--- config.mk ---
export PLATFORM = sky130hd
export DESIGN_NAME = tks_queue
export DESIGN_NICKNAME = d
export VERILOG_FILES = /design/src/hdl/tks_pkg.sv /design/src/hdl/tks_queue.sv
export SDC_FILE = /design/constraint.sdc
export NUM_CORES = 1
export LEC_CHECK = 0
export BUFFER_PORTS_ARGS = -buffer_cell sky130_fd_sc_hd__clkbuf_2
export CAP_MARGIN = 5
export CORE_ASPECT_RATIO = 1.25
export CORE_UTILIZATION = 47
export DETAILED_ROUTE_END_ITERATION = 12
export PLACE_DENSITY = 0.72
export SYNTH_ARGS = -nofsm -noshare
export SYNTH_HDL_FRONTEND = slang
export SYNTH_SLANG_ARGS = --single-unit
--- constraint.sdc ---
create_clock -name clk_i -period 9.9 [get_ports clk_i]
set_input_delay 0.495 -clock clk_i [delete_from_list [all_inputs] [get_ports clk_i]]
set_output_delay 0.495 -clock clk_i [all_outputs]
set_load 0.05 [all_outputs]
--- src/hdl/tks_pkg.sv ---
// Package for the top-k token sampler: field widths, default sizes,
// payload structs of both channels and the queue status struct.
// No dependencies.
package tks_pkg;

  localparam int unsigned PROB_W         = 16;
  localparam int unsigned DRAW_W         = 16;
  localparam int unsigned TOKEN_W        = 17;
  localparam int unsigned RANK_W         = 3;
  localparam int unsigned TOP_K_DEF      = 6;
  localparam int unsigned INDEX_BITS_DEF = 17;

  typedef struct packed {
    logic [PROB_W-1:0] prob_value;
    logic              is_last;
    logic [DRAW_W-1:0] random_draw;
  } tks_in_t;

  typedef struct packed {
    logic [TOKEN_W-1:0] token_index;
    logic [RANK_W-1:0]  chosen_rank;
    logic               short_list;
  } tks_out_t;

  typedef struct packed {
    logic full;
    logic empty;
  } tks_q_stat_t;

endpackage

--- src/hdl/tks_queue.sv ---
// Two-entry queue of finished top-k lists between front and back.
// Depends on tks_pkg.
module tks_queue #(
  parameter int unsigned TOP_K      = tks_pkg::TOP_K_DEF,
  parameter int unsigned INDEX_BITS = tks_pkg::INDEX_BITS_DEF,
  localparam int unsigned HELD_W    = $clog2(TOP_K + 1)
) (
  input  logic                       clk_i,
  input  logic                       rst_ni,
  input  logic                       push_i,
  input  logic [tks_pkg::PROB_W-1:0] wr_vals_i [TOP_K],
  input  logic [INDEX_BITS-1:0]      wr_idxs_i [TOP_K],
  input  logic [HELD_W-1:0]          wr_held_i,
  input  logic [tks_pkg::DRAW_W-1:0] wr_draw_i,
  input  logic                       pop_i,
  output tks_pkg::tks_q_stat_t       stat_o,
  output logic [tks_pkg::PROB_W-1:0] rd_vals_o [TOP_K],
  output logic [INDEX_BITS-1:0]      rd_idxs_o [TOP_K],
  output logic [HELD_W-1:0]          rd_held_o,
  output logic [tks_pkg::DRAW_W-1:0] rd_draw_o
);
  import tks_pkg::*;

  logic [PROB_W-1:0]     vals_q [2][TOP_K];
  logic [INDEX_BITS-1:0] idxs_q [2][TOP_K];
  logic [HELD_W-1:0]     held_q [2];
  logic [DRAW_W-1:0]     draw_q [2];
  logic                  wptr_q;
  logic                  rptr_q;
  logic [1:0]            count_q;
  logic                  do_push;
  logic                  do_pop;

  assign stat_o.full  = (count_q == 2'd2);
  assign stat_o.empty = (count_q == 2'd0);
  assign do_push      = push_i & ~stat_o.full;
  assign do_pop       = pop_i & ~stat_o.empty;

  assign rd_vals_o = vals_q[rptr_q];
  assign rd_idxs_o = idxs_q[rptr_q];
  assign rd_held_o = held_q[rptr_q];
  assign rd_draw_o = draw_q[rptr_q];

  always_ff @(posedge clk_i or negedge rst_ni) begin
    if (!rst_ni) begin
      wptr_q  <= 1'b0;
      rptr_q  <= 1'b0;
      count_q <= 2'd0;
    end else begin
      if (do_push) begin
        wptr_q <= ~wptr_q;
      end
      if (do_pop) begin
        rptr_q <= ~rptr_q;
      end
      count_q <= count_q + 2'(do_push) - 2'(do_pop);
    end
  end

  always_ff @(posedge clk_i) begin
    if (do_push) begin
      vals_q[wptr_q] <= wr_vals_i;
      idxs_q[wptr_q] <= wr_idxs_i;
      held_q[wptr_q] <= wr_held_i;
      draw_q[wptr_q] <= wr_draw_i;
    end
  end

endmodule

==> results of run 1 <==
[metrics by stage]
step	hold WS [ns]	setup slack [ns]	instance area, µm²	total power, mW
6_report	0.1438	5.573	20390	7.379
5_1_grt	0.1239	5.381	20390	7.637
4_1_cts	0.1162	5.498	20380	7.458
3_5_place_dp	0.3144	6.084	18900	5.776
3_3_place_gp	0.3147	6.178	18900	5.741
2_1_floorplan	0.1994	3.188	16290	5.270
[final cells by class]
type | count | area [µm²] | share of cell area
diodes | 3 | 7.507 | 0.0003682
clock buffers | 52 | 1152 | 0.05652
clock inverters | 27 | 319.1 | 0.01565
inverters | 2 | 7.507 | 0.0003682
multi-input cells | 229 | 2922 | 0.1433
flip-flops and latches | 438 | 13140 | 0.6443
well taps | 462 | 578.1 | 0.02835
repair buffers | 448 | 2267 | 0.1112
[where the power goes]
group	internal (mW)	total [mW]	switching [mW]
clock	1.01	1.67	0.659
sequential	2.54	2.70	0.154
combinational	0.850	3.01	2.16
[layer usage]
layer	GRT usage	vias up	wire [µm]
met3	0.06065	101	2715
met4	0.1016	4	1640
li1	-	3723	-
met1	0.1866	4036	11460
met5	0	-	25
met2	0.3269	364	17500
[flip-flops by register name (all words and copies together) (netlist names)]
signal	count
count_q	2
idxs_q	204
vals_q	192
held_q	6
draw_q	32
rptr_q	1
wptr_q	1
[placed cells by master (no fill, tap or decap), drive strengths merged]
| master | n |
|---|---|
| clkbuf | 491 |
| edfxtp | 434 |
| mux2 | 217 |
| clkinv | 18 |
| buf | 8 |
| bufinv | 7 |
| dfrtp | 4 |
| diode | 3 |
| xnor2 | 3 |
| inv | 3 |
| ha | 2 |
| nor2 | 2 |
| nand2b | 1 |
| nand2 | 1 |
| and3 | 1 |
| nor2b | 1 |
| xor2 | 1 |
| clkinvlp | 1 |
| dlygate4sd3 | 1 |
[worst max-delay path by stage]
stage / to / slack (ns)
floorplan: draw_q[0][0]$_DFFE_PP_ / 3.19
global placement: rd_held_o[2] / 6.18
detailed placement: rd_vals_o[92] / 6.08
CTS: rd_vals_o[92] / 5.50
global route: rd_vals_o[66] / 5.38
finish: rd_idxs_o[44] / 5.57
[cell families after synthesis]
| family | after synthesis |
|---|---|
| muxes | 217 |
| DFF | 438 |
| xor gates and xnor gates | 4 |
| buffers and inverters | 26 |
| adders and majority gates | 2 |
| and+or+nand+nor | 6 |
[repair_timing]
| item | 4_1_cts | 5_1_grt |
|---|---|---|
| hold buffers | 1 | 0 |
| buffers inserted | 0 | 0 |
| hold endpoints to repair | 4 | 0 |
[critical path, delay by kind of cell, from the launching register on]
| kind | cells | cell delay (ns) |
|---|---|---|
| multiplexers | 1 | 0.43 |
| flip-flops | 1 | 0.95 |
| buffers and inverters | 3 | 1.78 |
==> results.json, run 1 <==
{
  "required_ns": 9.41,
  "peakVddDrop_v": 0.0002128,
  "synth_async_sr_flop_share": 0.009132,
  "fin_crit_sh": 0.4371,
  "cts_inserted_buffers": 43,
  "synth.area.top_cells": "edfxtp_1 (80%), mux2_4 (9.2%), mux2_2 (8.1%), buf_8 (0.92%), dfrtp_1 (0.61%)",
  "layout-drive-gt1-share": 0.6120,
  "grt_first_pass_wirelength_um": 48000,
  "wire_per_inst_um": 20.08,
  "endpoint_kind": "output pin",
  "pin_count": 440,
  "synth_common_cells": "edfxtp_1 (434), mux2_2 (117), mux2_4 (100)",
  "coreArea_um2": 33880,
  "synthSimpleGateAreaFrac": 0.001844,
  "ant_nets": 0,
  "yosysTopAreaCell": "edfxtp_1",
  "setup_violations": 0,
  "critPathLaunch": "rptr_q$_DFFE_PN0P_",
  "drt_first_pass_iters": 4,
  "reg2regPathDepth": 5,
  "yosysSeqAreaShare": 0.8063,
  "rsz0062_at_grt": "no",
  "maxSlewViolCount": 0,
  "slew_headroom": 0.2734,
  "gr-usage-all-layers": 0.1826,
  "rows": 75,
  "ctsRootBufferMaster": "clkbuf_16",
  "netlist_area_um2": 16290,
  "whs_endpoint": "held_q[1][2]$_DFFE_PP_",
  "dpl.hpwl_um": 22880,
  "grt-ovfl-total": 0,
  "syn_avg_cell_area_um2": 23.50,
  "synthDistinctLibCells": 17,
  "die_h_um": 210.1,
  "critPathLaunchType": "flop",
  "critical_path_peak_fanout": 63,
  "ys.flop_type": "edfxtp_1",
  "viasPerCell": 4.954,
  "fill_cells": 2516,
  "initial_core_util": 0.4808,
  "min_path_cells": 1,
  "critPathSlowestCell": "dfrtp_4",
  "nets": 1385,
  "worstPathArrival_ns": 3.83,
  "synth_top_family_by_area": "multiplexers",
  "die-area_um2": 35410,
  "cts_resized": 0,
  "synthAdderAreaFrac": 0.001536,
  "path_class": "reg -> out",
  "max_slew.worst_pin.slew_ns": 1.090,
  "areaGrowthSynthToFinish_pct": 25.19,
  "hold_class": "in -> reg",
  "clkTransAtPathRegs_ns": 0.06,
  "fin_skew_ns": 0.01274,
  "power.density_nw_per_um2": 361.9,
  "r2r-start": "count_q[1]$_DFF_PN0_",
  "synth_compound_area_frac": 0,
  "yosysMostFrequentCell": "edfxtp_1",
  "port_buffers": 439,
  "ys_seq_elements": 438,
  "instances_no_fill": 1661,
  "crit_path_max_incr_delay_ns": 0.95,
  "reg2reg_to": "idxs_q[0][47]$_DFFE_PP_",
  "outcome": "complete, no violations",
  "htree_levels": 2,
  "drc": 0,
  "max_cap_viol_count": 0,
  "gp_congestion": 0.8203,
  "cp_common_cell": "buf_4",
  "grt_max_degree": 80,
  "numClockSinks": 438,
  "synth-xor-area-share": 0.002151,
  "antenna_found_initial": 5,
  "max_freq_mhz": 231.1,
  "netlist_instances": 693,
  "syn-num-nets": 916,
  "dr_total_vias": 8228,
  "period_minus_slack_ns": 4.327,
  "grt_pass1_vias": 8701,
  "clk-insertion-delay-late_ns": 0.54,
  "r2r_slack_ns": 6.91,
  "drt_iter0_markers": 482,
  "cts_buffer_depth": 3,
  "crit_chain": "buf_4, buf_4, mux2_2, clkbuf_2",
  "synth_top_cell_area_share": 0.8002,
  "min_from": "wr_held_i[2]",
  "cts_tree": "yes",
  "synth_edf_count": 434,
  "fp.dieW_um": 168.5,
  "fin_tns_setup_ns": 0,
  "utilization": 0.6019,
  "finalHoldViolCount": 0,
  "drt_wl_total_um": 33350,
  "yosys_warnings": 0,
  "dp.cells": 1578,
  "synthMuxAreaShare": 0.1731,
  "p_leak_nw": 8.001
}
Note: power is estimated with default switching activity, not from simulation.
==> inputs of run 2 (changes only) <==
clock period = 3.5 ns   (was 9.9 ns; I/O delays follow)
==> run 2 against run 1 <==
Compared with the run above: clock skew is 0.0085 ns higher; largest power group unchanged; via count up 12%; combinational power grew to 3.0 times the previous value; largest cell class unchanged; worst hold slack lost 0.065 ns.
==> results.json, run 2 (same netlist as run 1, synthesis figures left out) <==
{
  "clk-insertion-delay-late_ns": 0.54,
  "critical_path_peak_fanout": 44,
  "rows": 75,
  "n_antenna_cell": 0,
  "dpl.hpwl_um": 22440,
  "fin_ws_ns": 0.8564,
  "drc": 0,
  "cts_inserted_buffers": 42,
  "fin_crit_sh": 0.7553,
  "wire_per_inst_um": 19.39,
  "numClockSinks": 438,
  "slew_headroom": 0.4137,
  "htree_levels": 2,
  "endpoint_kind": "output pin",
  "cts_resized": 0,
  "design_area_um2": 22710,
  "whs_ns": 0.07927,
  "die-area_um2": 35410,
  "reg.largest.list": "idxs_q: 204 flops, vals_q: 192 flops, draw_q: 32 flops",
  "regMostFlops": "idxs_q",
  "viasPerCell": 4.863,
  "layout-drive-gt1-share": 0.5168,
  "port_buffers": 439,
  "outcome": "complete, no violations",
  "place_area_um2": 19180,
  "pin_count": 440,
  "required_ns": 3.32,
  "drt_wl_total_um": 36690,
  "multiInputGateArea_um2": 2924,
  "layout_common_cells": "clkbuf_2 (439), edfxtp_1 (434), dlygate4sd3_1 (220)",
  "worstPathArrival_ns": 2.47,
  "period_minus_slack_ns": 2.644,
  "critPathLaunchType": "flop",
  "max_cap_viol_count": 0,
  "max_slew.worst_pin.slew_ns": 0.8773,
  "grt_first_pass_wirelength_um": 54720,
  "ctsRootBufferMaster": "clkbuf_16",
  "areaGrowthSynthToFinish_pct": 39.41,
  "drt_iter0_markers": 458,
  "power.density_nw_per_um2": 929.4,
  "peakVddDrop_v": 0.0007092,
  "gr-usage-all-layers": 0.2048,
  "p_leak_nw": 8.965,
  "cts_hold_buf": 220,
  "nets": 1622,
  "die_h_um": 210.1,
  "grt_max_degree": 49,
  "rsz0062_at_grt": "no",
  "grt_pass1_vias": 10121,
  "fill_cells": 2173,
  "ant_nets": 0,
  "gp_congestion": 0.7520,
  "fin_skew_ns": 0.02127,
  "final_common_cell": "clkbuf_2",
  "p_total_mw": 21.10,
  "drt_first_pass_iters": 4,
  "finalHoldViolCount": 0,
  "fin_tns_setup_ns": 0,
  "dr_total_vias": 9201,
  "clkTransAtPathRegs_ns": 0.06,
  "cts_tree": "yes",
  "antenna_found_initial": 0,
  "cts_buffer_depth": 3,
  "dpl_worst_slack_ns": 1.327,
  "hold_class": "in -> reg",
  "instances_no_fill": 1892,
  "setup_violations": 0,
  "maxSlewViolCount": 0,
  "max_freq_mhz": 378.3,
  "path_class": "reg -> out",
  "fp.dieW_um": 168.5,
  "dp.cells": 1597,
  "grt-ovfl-total": 0,
  "largest_reg_flops": 204,
  "initial_core_util": 0.4808,
  "coreArea_um2": 33880,
  "regArea_um2": 13140,
  "cts_setup_buffers": 0,
  "utilization": 0.6702
}
-- run 2: metal layers --
layer,vias to the layer above,wire (µm),track usage
met5,-,0,0
met4,0,1467,0.09154
met3,84,2647,0.05445
met2,414,19420,0.3773
met1,4527,13150,0.2183
li1,4176,-,-
-- run 2: worst max-delay path: stages, from the launching register on --
cell,delay [ns]
dfrtp_4,0.88
buf_4,0.39
mux2_2,0.38
clkbuf_2,0.24
-- run 2: report_power, final --
group / internal [mW] / leakage (nW) / total (mW) / switching (mW)
Sequential: 7.16 / 4.08 / 7.54 / 0.387
Clock: 2.55 / 0.631 / 4.39 / 1.84
Combinational: 2.78 / 4.26 / 9.17 / 6.40
-- run 2: layout make-up --
cell class	count	share of cell area
sequential	438	0.5786
clock inverter	21	0.008927
multi-input combinational	229	0.1288
tap	462	0.02546
inverter	2	0.0003306
timing repair buffer	686	0.2087
clock buffer	54	0.04921
-- run 2: worst paths after layout --
kind	startpoint	to	slack [ns]	depth (start not counted)
worst max-delay path	rptr_q$_DFFE_PN0P_	rd_idxs_o[32]	0.86	3
worst min-delay path	pop_i	rptr_q$_DFFE_PN0P_	0.08	3
worst max register to register	count_q[0]$_DFF_PN0_	vals_q[0][74]$_DFFE_PP_	1.42	4
worst min register to register	count_q[1]$_DFF_PN0_	count_q[1]$_DFF_PN0_	0.51	1
max in group asynchronous	rst_ni	rptr_q$_DFFE_PN0P_	2.70	3
min in group asynchronous	rst_ni	wptr_q$_DFFE_PN0P_	0.59	3
